### config.mk
export PLATFORM = sky130hd
export DESIGN_NAME = midi_track_event_parser_core
export DESIGN_NICKNAME = d
export VERILOG_FILES = /design/src/hdl/mtep_pkg.sv /design/src/hdl/mtep_ctx_mem.sv /design/src/hdl/mtep_step.sv /design/src/hdl/mtep_out_buf.sv /design/src/hdl/midi_track_event_parser_core.sv
export SDC_FILE = /design/constraint.sdc
export NUM_CORES = 1
export LEC_CHECK = 0
export ABC_AREA = 1
export BUFFER_PORTS_ARGS = -buffer_cell sky130_fd_sc_hd__buf_2
export CAP_MARGIN = 5
export CORE_MARGIN = 5
export CORE_UTILIZATION = 57
export DETAILED_ROUTE_END_ITERATION = 12
export PLACE_DENSITY = 0.76
export SYNTH_ARGS = -nofsm -noshare
export SYNTH_HDL_FRONTEND = slang
export SYNTH_HIERARCHICAL = 1
export SYNTH_SLANG_ARGS = --single-unit
### constraint.sdc
create_clock -name clk -period 8.7 [get_ports clk]
set_input_delay 0.87 -clock clk [delete_from_list [all_inputs] [get_ports clk]]
set_output_delay 0.87 -clock clk [all_outputs]
set_load 0.01 [all_outputs]
### src/hdl/mtep_pkg.sv
// Shared types and constants for the MIDI track event parser.
// Holds the per-clip context layout, the result layout and the status codes.
// No dependencies.
`default_nettype none

package mtep_pkg;

  localparam int NUM_CLIPS_DEF = 8;
  localparam int CLIP_W        = 3;
  localparam int ACC_W         = 28;
  localparam int TICK_W        = 32;

  // Status bytes with special handling
  localparam logic [7:0] ST_SYSEX   = 8'hF0;
  localparam logic [7:0] ST_ESCAPE  = 8'hF7;
  localparam logic [7:0] ST_META    = 8'hFF;
  localparam logic [7:0] RS_DEFAULT = 8'h80;
  localparam logic [3:0] PKT_SYS    = 4'hF;

  typedef enum logic [3:0] {
    PH_DELTA    = 4'd0,
    PH_EVENT    = 4'd1,
    PH_DATA1    = 4'd2,
    PH_DATA2    = 4'd3,
    PH_SXLEN    = 4'd4,
    PH_SXDATA   = 4'd5,
    PH_METATYPE = 4'd6,
    PH_METALEN  = 4'd7,
    PH_METASKIP = 4'd8
  } phase_t;

  typedef enum logic [1:0] {
    LEN_NONE  = 2'd0,
    LEN_TWO   = 2'd2,
    LEN_THREE = 2'd3
  } evlen_t;

  // One clip's parse context, as stored in the context memory
  typedef struct packed {
    phase_t              phase;
    logic [7:0]          running;
    logic [TICK_W-1:0]   tick;
    logic [ACC_W-1:0]    length_accum;
    logic [ACC_W-1:0]    bytes_left;
    logic [7:0]          status_hold;
    logic [7:0]          data_hold;
  } ctx_t;

  localparam ctx_t CTX_RESET = '{
    phase:        PH_DELTA,
    running:      RS_DEFAULT,
    tick:         '0,
    length_accum: '0,
    bytes_left:   '0,
    status_hold:  '0,
    data_hold:    '0
  };

  // One emitted event
  typedef struct packed {
    logic [CLIP_W-1:0]   clip;
    logic [3:0]          pkt_type;
    logic [7:0]          status;
    logic [7:0]          data_one;
    logic [7:0]          data_two;
    logic [TICK_W-1:0]   tick;
  } res_t;

  // Number of bytes in a voice event, from its status byte
  function automatic evlen_t event_len(input logic [7:0] st);
    evlen_t n;
    case (st[7:4]) inside
      4'h8, 4'h9, 4'hA, 4'hB, 4'hE: n = LEN_THREE;
      4'hC, 4'hD:                   n = LEN_TWO;
      default:                      n = LEN_NONE;
    endcase
    return n;
  endfunction

endpackage

`default_nettype wire

### src/hdl/mtep_ctx_mem.sv
// Per-clip context memory with registered read, valid bits and write forwarding.
// Depends on mtep_pkg for ctx_t and the reset context.
`default_nettype none

module mtep_ctx_mem
  import mtep_pkg::*;
#(
  parameter int NUM_CLIPS = NUM_CLIPS_DEF,
  parameter int AW        = 3
) (
  input  wire logic          clk,
  input  wire logic          rst,
  input  wire logic          rd_en,
  input  wire logic [AW-1:0] rd_idx,
  input  wire logic          wr_en,
  input  wire logic [AW-1:0] wr_idx,
  input  wire ctx_t          wr_ctx,
  output ctx_t               rd_ctx
);

  ctx_t                 mem [NUM_CLIPS];
  logic [NUM_CLIPS-1:0] valid;
  ctx_t                 rd_data;
  logic                 rd_vld;
  logic                 fwd_hit;
  ctx_t                 fwd_ctx;

  // Write back the updated context
  always_ff @(posedge clk) begin
    if (wr_en) begin
      mem[wr_idx] <= wr_ctx;
    end
  end

  // Mark entries written since reset
  always_ff @(posedge clk) begin
    if (rst) begin
      valid <= '0;
    end else if (wr_en) begin
      valid[wr_idx] <= 1'b1;
    end
  end

  // Read the entry and note a write to it in the same cycle
  always_ff @(posedge clk) begin
    if (rd_en) begin
      rd_data <= mem[rd_idx];
      fwd_ctx <= wr_ctx;
    end
  end

  always_ff @(posedge clk) begin
    if (rst) begin
      rd_vld  <= 1'b0;
      fwd_hit <= 1'b0;
    end else if (rd_en) begin
      rd_vld  <= valid[rd_idx];
      fwd_hit <= wr_en && (wr_idx == rd_idx);
    end
  end

  // Forward the colliding write, else fall back to the reset context
  assign rd_ctx = fwd_hit ? fwd_ctx : (rd_vld ? rd_data : CTX_RESET);

  a_valid_set: assert property (@(posedge clk) disable iff (rst)
    wr_en |=> valid[$past(wr_idx)])
    else $error("written context not marked valid");

  a_fwd_needs_write: assert property (@(posedge clk) disable iff (rst)
    (rd_en && !wr_en) |=> !fwd_hit)
    else $error("forwarding without a colliding write");

  a_fwd_data: assert property (@(posedge clk) disable iff (rst)
    (rd_en && wr_en && wr_idx == rd_idx) |=> (rd_ctx == $past(wr_ctx)))
    else $error("colliding write not forwarded");

endmodule

`default_nettype wire

### src/hdl/mtep_step.sv
// Byte parser: next context and optional event for one byte of one clip.
// Depends on mtep_pkg for the context, result and status codes.
`default_nettype none

module mtep_step
  import mtep_pkg::*;
(
  input  wire ctx_t              ctx,
  input  wire logic [CLIP_W-1:0] clip,
  input  wire logic [7:0]        data_byte,
  input  wire logic              track_start,
  output ctx_t                   ctx_next,
  output logic                   emit,
  output res_t                   res
);

  always_comb begin
    ctx_t             base;
    logic [ACC_W-1:0] acc_n;
    logic [ACC_W-1:0] left_n;
    logic [7:0]       st;
    logic             take1;

    base  = track_start ? CTX_RESET : ctx;
    acc_n = {base.length_accum[ACC_W-8:0], data_byte[6:0]};
    left_n = base.bytes_left - ACC_W'(1);
    st    = base.status_hold;
    take1 = 1'b0;

    ctx_next     = base;
    emit         = 1'b0;
    res.clip     = clip;
    res.pkt_type = PKT_SYS;
    res.status   = data_byte;
    res.data_one = '0;
    res.data_two = '0;
    res.tick     = base.tick;

    case (base.phase)
      PH_DELTA: begin
        ctx_next.length_accum = acc_n;
        // Close the delta on a byte without continuation bit
        if (!data_byte[7]) begin
          ctx_next.tick         = base.tick + {{(TICK_W-ACC_W){1'b0}}, acc_n};
          ctx_next.length_accum = '0;
          ctx_next.phase        = PH_EVENT;
        end
      end
      PH_EVENT: begin
        ctx_next.length_accum = '0;
        if (data_byte == ST_SYSEX) begin
          ctx_next.phase = PH_SXLEN;
          emit           = 1'b1;
        end else if (data_byte == ST_ESCAPE) begin
          ctx_next.phase = PH_SXLEN;
        end else if (data_byte == ST_META) begin
          ctx_next.phase = PH_METATYPE;
        end else if (data_byte[7]) begin
          ctx_next.running     = data_byte;
          ctx_next.status_hold = data_byte;
          ctx_next.phase       = PH_DATA1;
        end else begin
          // Running status: this byte is the first data byte
          st                   = base.running;
          ctx_next.status_hold = base.running;
          take1                = 1'b1;
        end
      end
      PH_DATA1: begin
        take1 = 1'b1;
      end
      PH_DATA2: begin
        ctx_next.phase = PH_DELTA;
        emit           = 1'b1;
        res.pkt_type   = st[7:4];
        res.status     = st;
        res.data_one   = base.data_hold;
        res.data_two   = data_byte;
      end
      PH_SXLEN, PH_METALEN: begin
        ctx_next.length_accum = acc_n;
        if (!data_byte[7]) begin
          ctx_next.bytes_left   = acc_n;
          ctx_next.length_accum = '0;
          if (acc_n == '0) begin
            ctx_next.phase = PH_DELTA;
          end else if (base.phase == PH_SXLEN) begin
            ctx_next.phase = PH_SXDATA;
          end else begin
            ctx_next.phase = PH_METASKIP;
          end
        end
      end
      PH_SXDATA: begin
        ctx_next.bytes_left = left_n;
        if (left_n == '0) begin
          ctx_next.phase = PH_DELTA;
        end
        emit = 1'b1;
      end
      PH_METATYPE: begin
        ctx_next.length_accum = '0;
        ctx_next.phase        = PH_METALEN;
      end
      PH_METASKIP: begin
        ctx_next.bytes_left = left_n;
        if (left_n == '0) begin
          ctx_next.phase = PH_DELTA;
        end
      end
      default: begin
        ctx_next.phase = PH_DELTA;
      end
    endcase

    // First data byte of a voice event
    if (take1) begin
      case (event_len(st))
        LEN_THREE: begin
          ctx_next.data_hold = data_byte;
          ctx_next.phase     = PH_DATA2;
        end
        LEN_TWO: begin
          ctx_next.phase = PH_DELTA;
          emit           = 1'b1;
          res.pkt_type   = st[7:4];
          res.status     = st;
          res.data_one   = data_byte;
        end
        default: begin
          ctx_next.phase = PH_DELTA;
        end
      endcase
    end
  end

endmodule

`default_nettype wire

### src/hdl/mtep_out_buf.sv
// Two-entry output buffer that decouples the parser from the receiver.
// Depends on mtep_pkg for res_t.
`default_nettype none

module mtep_out_buf
  import mtep_pkg::*;
(
  input  wire logic clk,
  input  wire logic rst,
  input  wire logic push,
  input  wire res_t push_res,
  output logic      full,
  output logic      out_valid,
  input  wire logic out_ready,
  output res_t      out_res
);

  res_t       head;
  res_t       tail;
  logic [1:0] count;
  logic       pop;

  assign pop       = (count != 2'd0) && out_ready;
  assign full      = (count == 2'd2);
  assign out_valid = (count != 2'd0);
  assign out_res   = head;

  // Move items through head and tail
  always_ff @(posedge clk) begin
    if (pop && !push) begin
      head <= tail;
    end else if (push && !pop) begin
      if (count == 2'd0) begin
        head <= push_res;
      end else begin
        tail <= push_res;
      end
    end else if (push && pop) begin
      if (count == 2'd1) begin
        head <= push_res;
      end else begin
        head <= tail;
        tail <= push_res;
      end
    end
  end

  // Track occupancy
  always_ff @(posedge clk) begin
    if (rst) begin
      count <= 2'd0;
    end else if (push && !pop) begin
      count <= count + 2'd1;
    end else if (pop && !push) begin
      count <= count - 2'd1;
    end
  end

  a_no_overflow: assert property (@(posedge clk) disable iff (rst)
    !(push && full))
    else $error("push into full output buffer");

  a_count_range: assert property (@(posedge clk) disable iff (rst)
    count != 2'd3)
    else $error("output buffer count out of range");

  a_hold_stalled: assert property (@(posedge clk) disable iff (rst)
    (out_valid && !out_ready) |=> (out_valid && out_res == $past(out_res)))
    else $error("stalled head item changed");

endmodule

`default_nettype wire

### src/hdl/midi_track_event_parser_core.sv
// MIDI track event parser: byte stream in, voice and SysEx events out.
// Usage:
//   Slave channel: one track byte per item in s_tdata, with the clip number
//   and a track-start flag in s_tuser. Each clip has its own parse context
//   (delta accumulator, absolute tick, running status, length counters).
//   Master channel: one decoded event per item; bytes that complete no event
//   produce nothing. Bytes tagged with a clip number at or above NUM_CLIPS
//   are dropped.
// Throughput: one byte per cycle unless the parse stage stalls, also when
//   consecutive bytes hit the same clip; that rate comes from the context
//   read-modify-write, with the write forwarded to a read of the same clip.
// Output path: the byte and its context read are registered into the parse
//   stage, and each event is registered in the output buffer before output.
// Reset: rst clears all contexts at once through per-clip valid bits; the
//   block accepts bytes as soon as reset is released.
// Stall: a two-entry output buffer holds events; while it is full and the
//   byte being parsed completes an event, s_tready drops until the receiver
//   takes an item. Bytes that emit nothing keep flowing.
`default_nettype none

module midi_track_event_parser_core
  import mtep_pkg::*;
#(
  parameter int NUM_CLIPS = NUM_CLIPS_DEF
) (
  input  wire logic        clk,
  input  wire logic        rst,
  input  wire logic        s_tvalid,
  output logic             s_tready,
  input  wire logic [7:0]  s_tdata,   // [7:0] data_byte
  input  wire logic [3:0]  s_tuser,   // [2:0] clip_id, [3] track_start
  output logic             m_tvalid,
  input  wire logic        m_tready,
  output logic [55:0]      m_tdata,   // [7:0] status_byte, [15:8] data_one,
                                      // [23:16] data_two, [55:24] event_tick
  output logic [6:0]       m_tuser    // [2:0] clip_out, [6:3] pkt_type
);

  localparam int AW = (NUM_CLIPS > 1) ? $clog2(NUM_CLIPS) : 1;

  logic              accept;
  logic              s1_valid;
  logic [CLIP_W-1:0] s1_clip;
  logic [7:0]        s1_byte;
  logic              s1_start;
  logic              s1_in_range;
  logic              s1_go;
  logic [6:0]        in_clip_ext;
  logic [6:0]        s1_clip_ext;
  ctx_t              rd_ctx;
  ctx_t              ctx_next;
  logic              step_emit;
  logic              push;
  logic              buf_full;
  res_t              step_res;
  res_t              out_res;

  assign in_clip_ext = {4'b0, s_tuser[CLIP_W-1:0]};
  assign s1_clip_ext = {4'b0, s1_clip};
  assign s1_in_range = (s1_clip_ext < 7'(NUM_CLIPS));

  // Hold the parse stage only when its event finds the buffer full
  assign push     = s1_valid && s1_in_range && step_emit;
  assign s1_go    = !push || !buf_full;
  assign s_tready = !s1_valid || s1_go;
  assign accept   = s_tvalid && s_tready;

  // Advance the byte into the parse stage
  always_ff @(posedge clk) begin
    if (rst) begin
      s1_valid <= 1'b0;
    end else if (s_tready) begin
      s1_valid <= s_tvalid;
    end
  end

  always_ff @(posedge clk) begin
    if (accept) begin
      s1_clip  <= s_tuser[CLIP_W-1:0];
      s1_byte  <= s_tdata;
      s1_start <= s_tuser[CLIP_W];
    end
  end

  mtep_ctx_mem #(
    .NUM_CLIPS (NUM_CLIPS),
    .AW        (AW)
  ) u_ctx_mem (
    .clk    (clk),
    .rst    (rst),
    .rd_en  (accept),
    .rd_idx (in_clip_ext[AW-1:0]),
    .wr_en  (s1_valid && s1_go && s1_in_range),
    .wr_idx (s1_clip_ext[AW-1:0]),
    .wr_ctx (ctx_next),
    .rd_ctx (rd_ctx)
  );

  mtep_step u_step (
    .ctx         (rd_ctx),
    .clip        (s1_clip),
    .data_byte   (s1_byte),
    .track_start (s1_start),
    .ctx_next    (ctx_next),
    .emit        (step_emit),
    .res         (step_res)
  );

  mtep_out_buf u_out_buf (
    .clk       (clk),
    .rst       (rst),
    .push      (push && s1_go),
    .push_res  (step_res),
    .full      (buf_full),
    .out_valid (m_tvalid),
    .out_ready (m_tready),
    .out_res   (out_res)
  );

  assign m_tdata = {out_res.tick, out_res.data_two, out_res.data_one, out_res.status};
  assign m_tuser = {out_res.pkt_type, out_res.clip};

  a_stall_blocks_input: assert property (@(posedge clk) disable iff (rst)
    (s1_valid && !s1_go) |-> !s_tready)
    else $error("input taken while parse stage is stalled");

  a_stall_holds_byte: assert property (@(posedge clk) disable iff (rst)
    (s1_valid && !s1_go) |=> (s1_valid && $stable(s1_byte) && $stable(s1_clip)))
    else $error("stalled byte lost");

  a_drop_out_of_range: assert property (@(posedge clk) disable iff (rst)
    (s1_valid && !s1_in_range) |-> !push)
    else $error("event from out-of-range clip");

endmodule

`default_nettype wire
==> summary.txt <==
Global routing
  – Global-route wire length before repair: 199500 µm
  – Vias in the first global route: 33500
  – Initial antenna violation count: 5
  – Largest net degree at the start of global routing: 188
  – Gr usage total: 26.54%
  – Total grt overflow: 0

Power
  – Peak supply drop: 0.1354 mV
  – Power density over cell area: 230.7 mW/mm²
  – Leakage: 20.66 nW

Hold path
  – Hold Crit Endpoint: s1_byte[7]
  – Hold Crit Class: input pin to register
  – Worst hold stages: 1
  – Hold path startpoint: s_tdata[7]

Clock tree
  – # Post-CTS Setup Buffers: 0
  – Post_cts resized: 0
  – Root Buffer: clkbuf_16
  – CTS Sinks: 1241
  – Clock Latency Late Sink: 0.70 ns
  – TritonCTS buffer count: 114
  – Clock slew at reported path FFs: 0.06 ns
  – CTS tree: done
  – H-tree depth: 3
  – Cts hold-fix bufs: 0
  – Clock Tree Buf Depth: 3

Worst setup path
  – CP Launch Point: u_ctx_mem/fwd_hit
  – CP max-delay cell: buf_4
  – Worst R2R Setup Slack: 2.86 ns
  – Worst path buffer plus inverter count: 7
  – WP data required: 9.00 ns
  – Type of the worst setup path: register to register
  – Crit path cell chain: inv_1, nand2_1, inv_4, buf_4, a22o_1, nand2_1, o21ai_0, nor2_1, inv_1, or2_4, nor2_4, nor2_1, nand2_1, a21boi_0, inv_1, nor2_1, inv_1, nor2_4, buf_4
  – Maximum fanout along the worst path: 63
  – CP arrival: 6.14 ns
  – Critical R2R Launch: u_ctx_mem/fwd_hit
  – FF-to-FF path depth: 19
  – Top delay family on crit path: buffers and inverters
  – Worst setup EP type: register
  – Worst path most repeated cell: inv_1
  – Worst path max stage delay: 0.86 ns
  – CP Launch Type: register
  – Reg2reg end: u_ctx_mem/mem[6][52]

Synthesis
  – Gate count of the mapped netlist: 4366
  – Synthesized net count: 4416
  – Syn Area/Cell: 11.96 µm²
  – Ys Warns: 6
  – Mapped Area: 0.05221 mm²

STA
  – Fin crit period: 5.842 ns
  – RSZ-0062 raised after global routing: false
  – Headroom to the max-slew limit: 15.92%
  – Worst-margin pin slew: 1.248 ns
  – Final setup vio count: 0
  – Fin crit share: 67.15%
  – Final TNS setup: 0 ns
  – Hold Fails Final Rpt: 0
  – Final max-slew violation count: 0
  – Peak Freq: 0.1712 GHz
  – Skew final: 0.02094 ns

Place
  – Placer Congestion: 0.9637
  – Post-DP HPWL: 76380 µm
  – PortBufs: 80

Route
  – Vias post-DR: 34840
  – Antenna viol nets, final: 0
  – Total wire length: 133100 µm
  – Drt drc: 0
  – Mean routed wirelength per cell: 23.65 µm
  – DR pass1 iterations: 6
  – Iter 0 DRT Violations: 4522
  – Via density: 6.191

Run status
  – Status: finished, final reports clean

Layout
  – Fill cells: 6721
  – Util after Layout: 62.45%
  – Final #Nets: 4400
  – Area delta synth->final: 9.143%
  – Ratio of cells with drive above 1 in the final layout: 7.883%

Floorplanning
  – Die Y-Extent: 312.6 µm
  – I/O Pins: 81
  – Row count: 111
  – Die Wd: 312.6 µm
  – Core box area: 0.09125 mm²
  – Initial Util: 57.22%
  – Die ar.: 0.09774 mm²

Flow run
  – Maxcap violations: 0
layout by cell type, fill, tap and decap left out, types with 17 or more instances in the layout:
master     count
clkinv_2      23
ha_1          33
nand2_1      826
nor2_1       593
a22o_1       108
o21ai_1      192
clkbuf_16    117
o221ai_1      27
a21oi_1       51
buf_2         77
edfxtp_1    1228
nand3_1       88
clkinv_1      17
clkbuf_1      24
o21ai_0      352
buf_4         48
o22ai_1      245
inv_1        195
per-stage QoR:
stage	power, mW	instance area, µm²	std cells	hold slack (ns)	worst slack [ns]
final	13.15	56980	5628	0.3641	2.858
after global routing	13.55	56980	5626	0.3485	2.569
after CTS	13.19	56980	5626	0.3194	2.949
after detailed placement	8.262	53270	5420	0.4576	2.974
after global placement	8.230	53270	5420	0.4496	3.067
after floorplan	7.861	52210	4366	0.4403	0.7551
final cells by class:
| class | instances | area (µm²) | area share [%] |
|---|---|---|---|
| Antenna cell | 2 | 5.005 | 0.008783 |
| Clock buffer | 143 | 3045 | 5.345 |
| Clock inverter | 63 | 663.1 | 1.164 |
| Inverter | 207 | 814.5 | 1.429 |
| Multi-Input combinational cell | 2657 | 13020 | 22.85 |
| Sequential cell | 1241 | 37140 | 65.18 |
| Tap cell | 1186 | 1484 | 2.604 |
| Timing Repair Buffer | 129 | 812.0 | 1.425 |
per-layer routing:
metal / track usage [%] / routed length [µm] / up-vias
met5: 0 / 13 / -
met4: 11.63 / 6084 / 2
met3: 4.912 / 14350 / 346
met2: 42.90 / 62380 / 1986
met1: 35.77 / 50270 / 16850
li1: - / - / 15660
sequential cells by signal, indices dropped and copies added (netlist names):
register and count:
u_out_buf/out_res 63, s1_byte 8, u_ctx_mem/fwd_hit 1, u_ctx_mem/mem 872, u_ctx_mem/rd_data 109, u_ctx_mem/fwd_ctx 109, u_out_buf/count 2, u_ctx_mem/valid 8
s1_valid 1, u_ctx_mem/rd_vld 1, s1_clip 3, u_out_buf/tail 63, s1_start 1
power breakdown:
part           switching, mW  total, mW  leakage [nW]  internal, mW
Clock                   2.13       4.99          1.82          2.86
Combinational          0.895       1.20          7.23         0.301
Sequential            0.0966       6.96          11.6          6.87
how the worst max path moves through the flow:
stage          depth (start not counted)                    end  slack, ns
3_5_place_dp                          19   u_ctx_mem/mem[6][30]       2.97
2_1_floorplan                         23      u_out_buf/tail[0]       0.76
3_3_place_gp                          19   u_ctx_mem/mem[6][35]       3.07
6_report                              19   u_ctx_mem/mem[6][52]       2.86
5_1_grt                               19   u_ctx_mem/mem[6][31]       2.57
4_1_cts                               19  u_ctx_mem/mem[4][101]       2.95
Power figures use the tool's default switching activity.
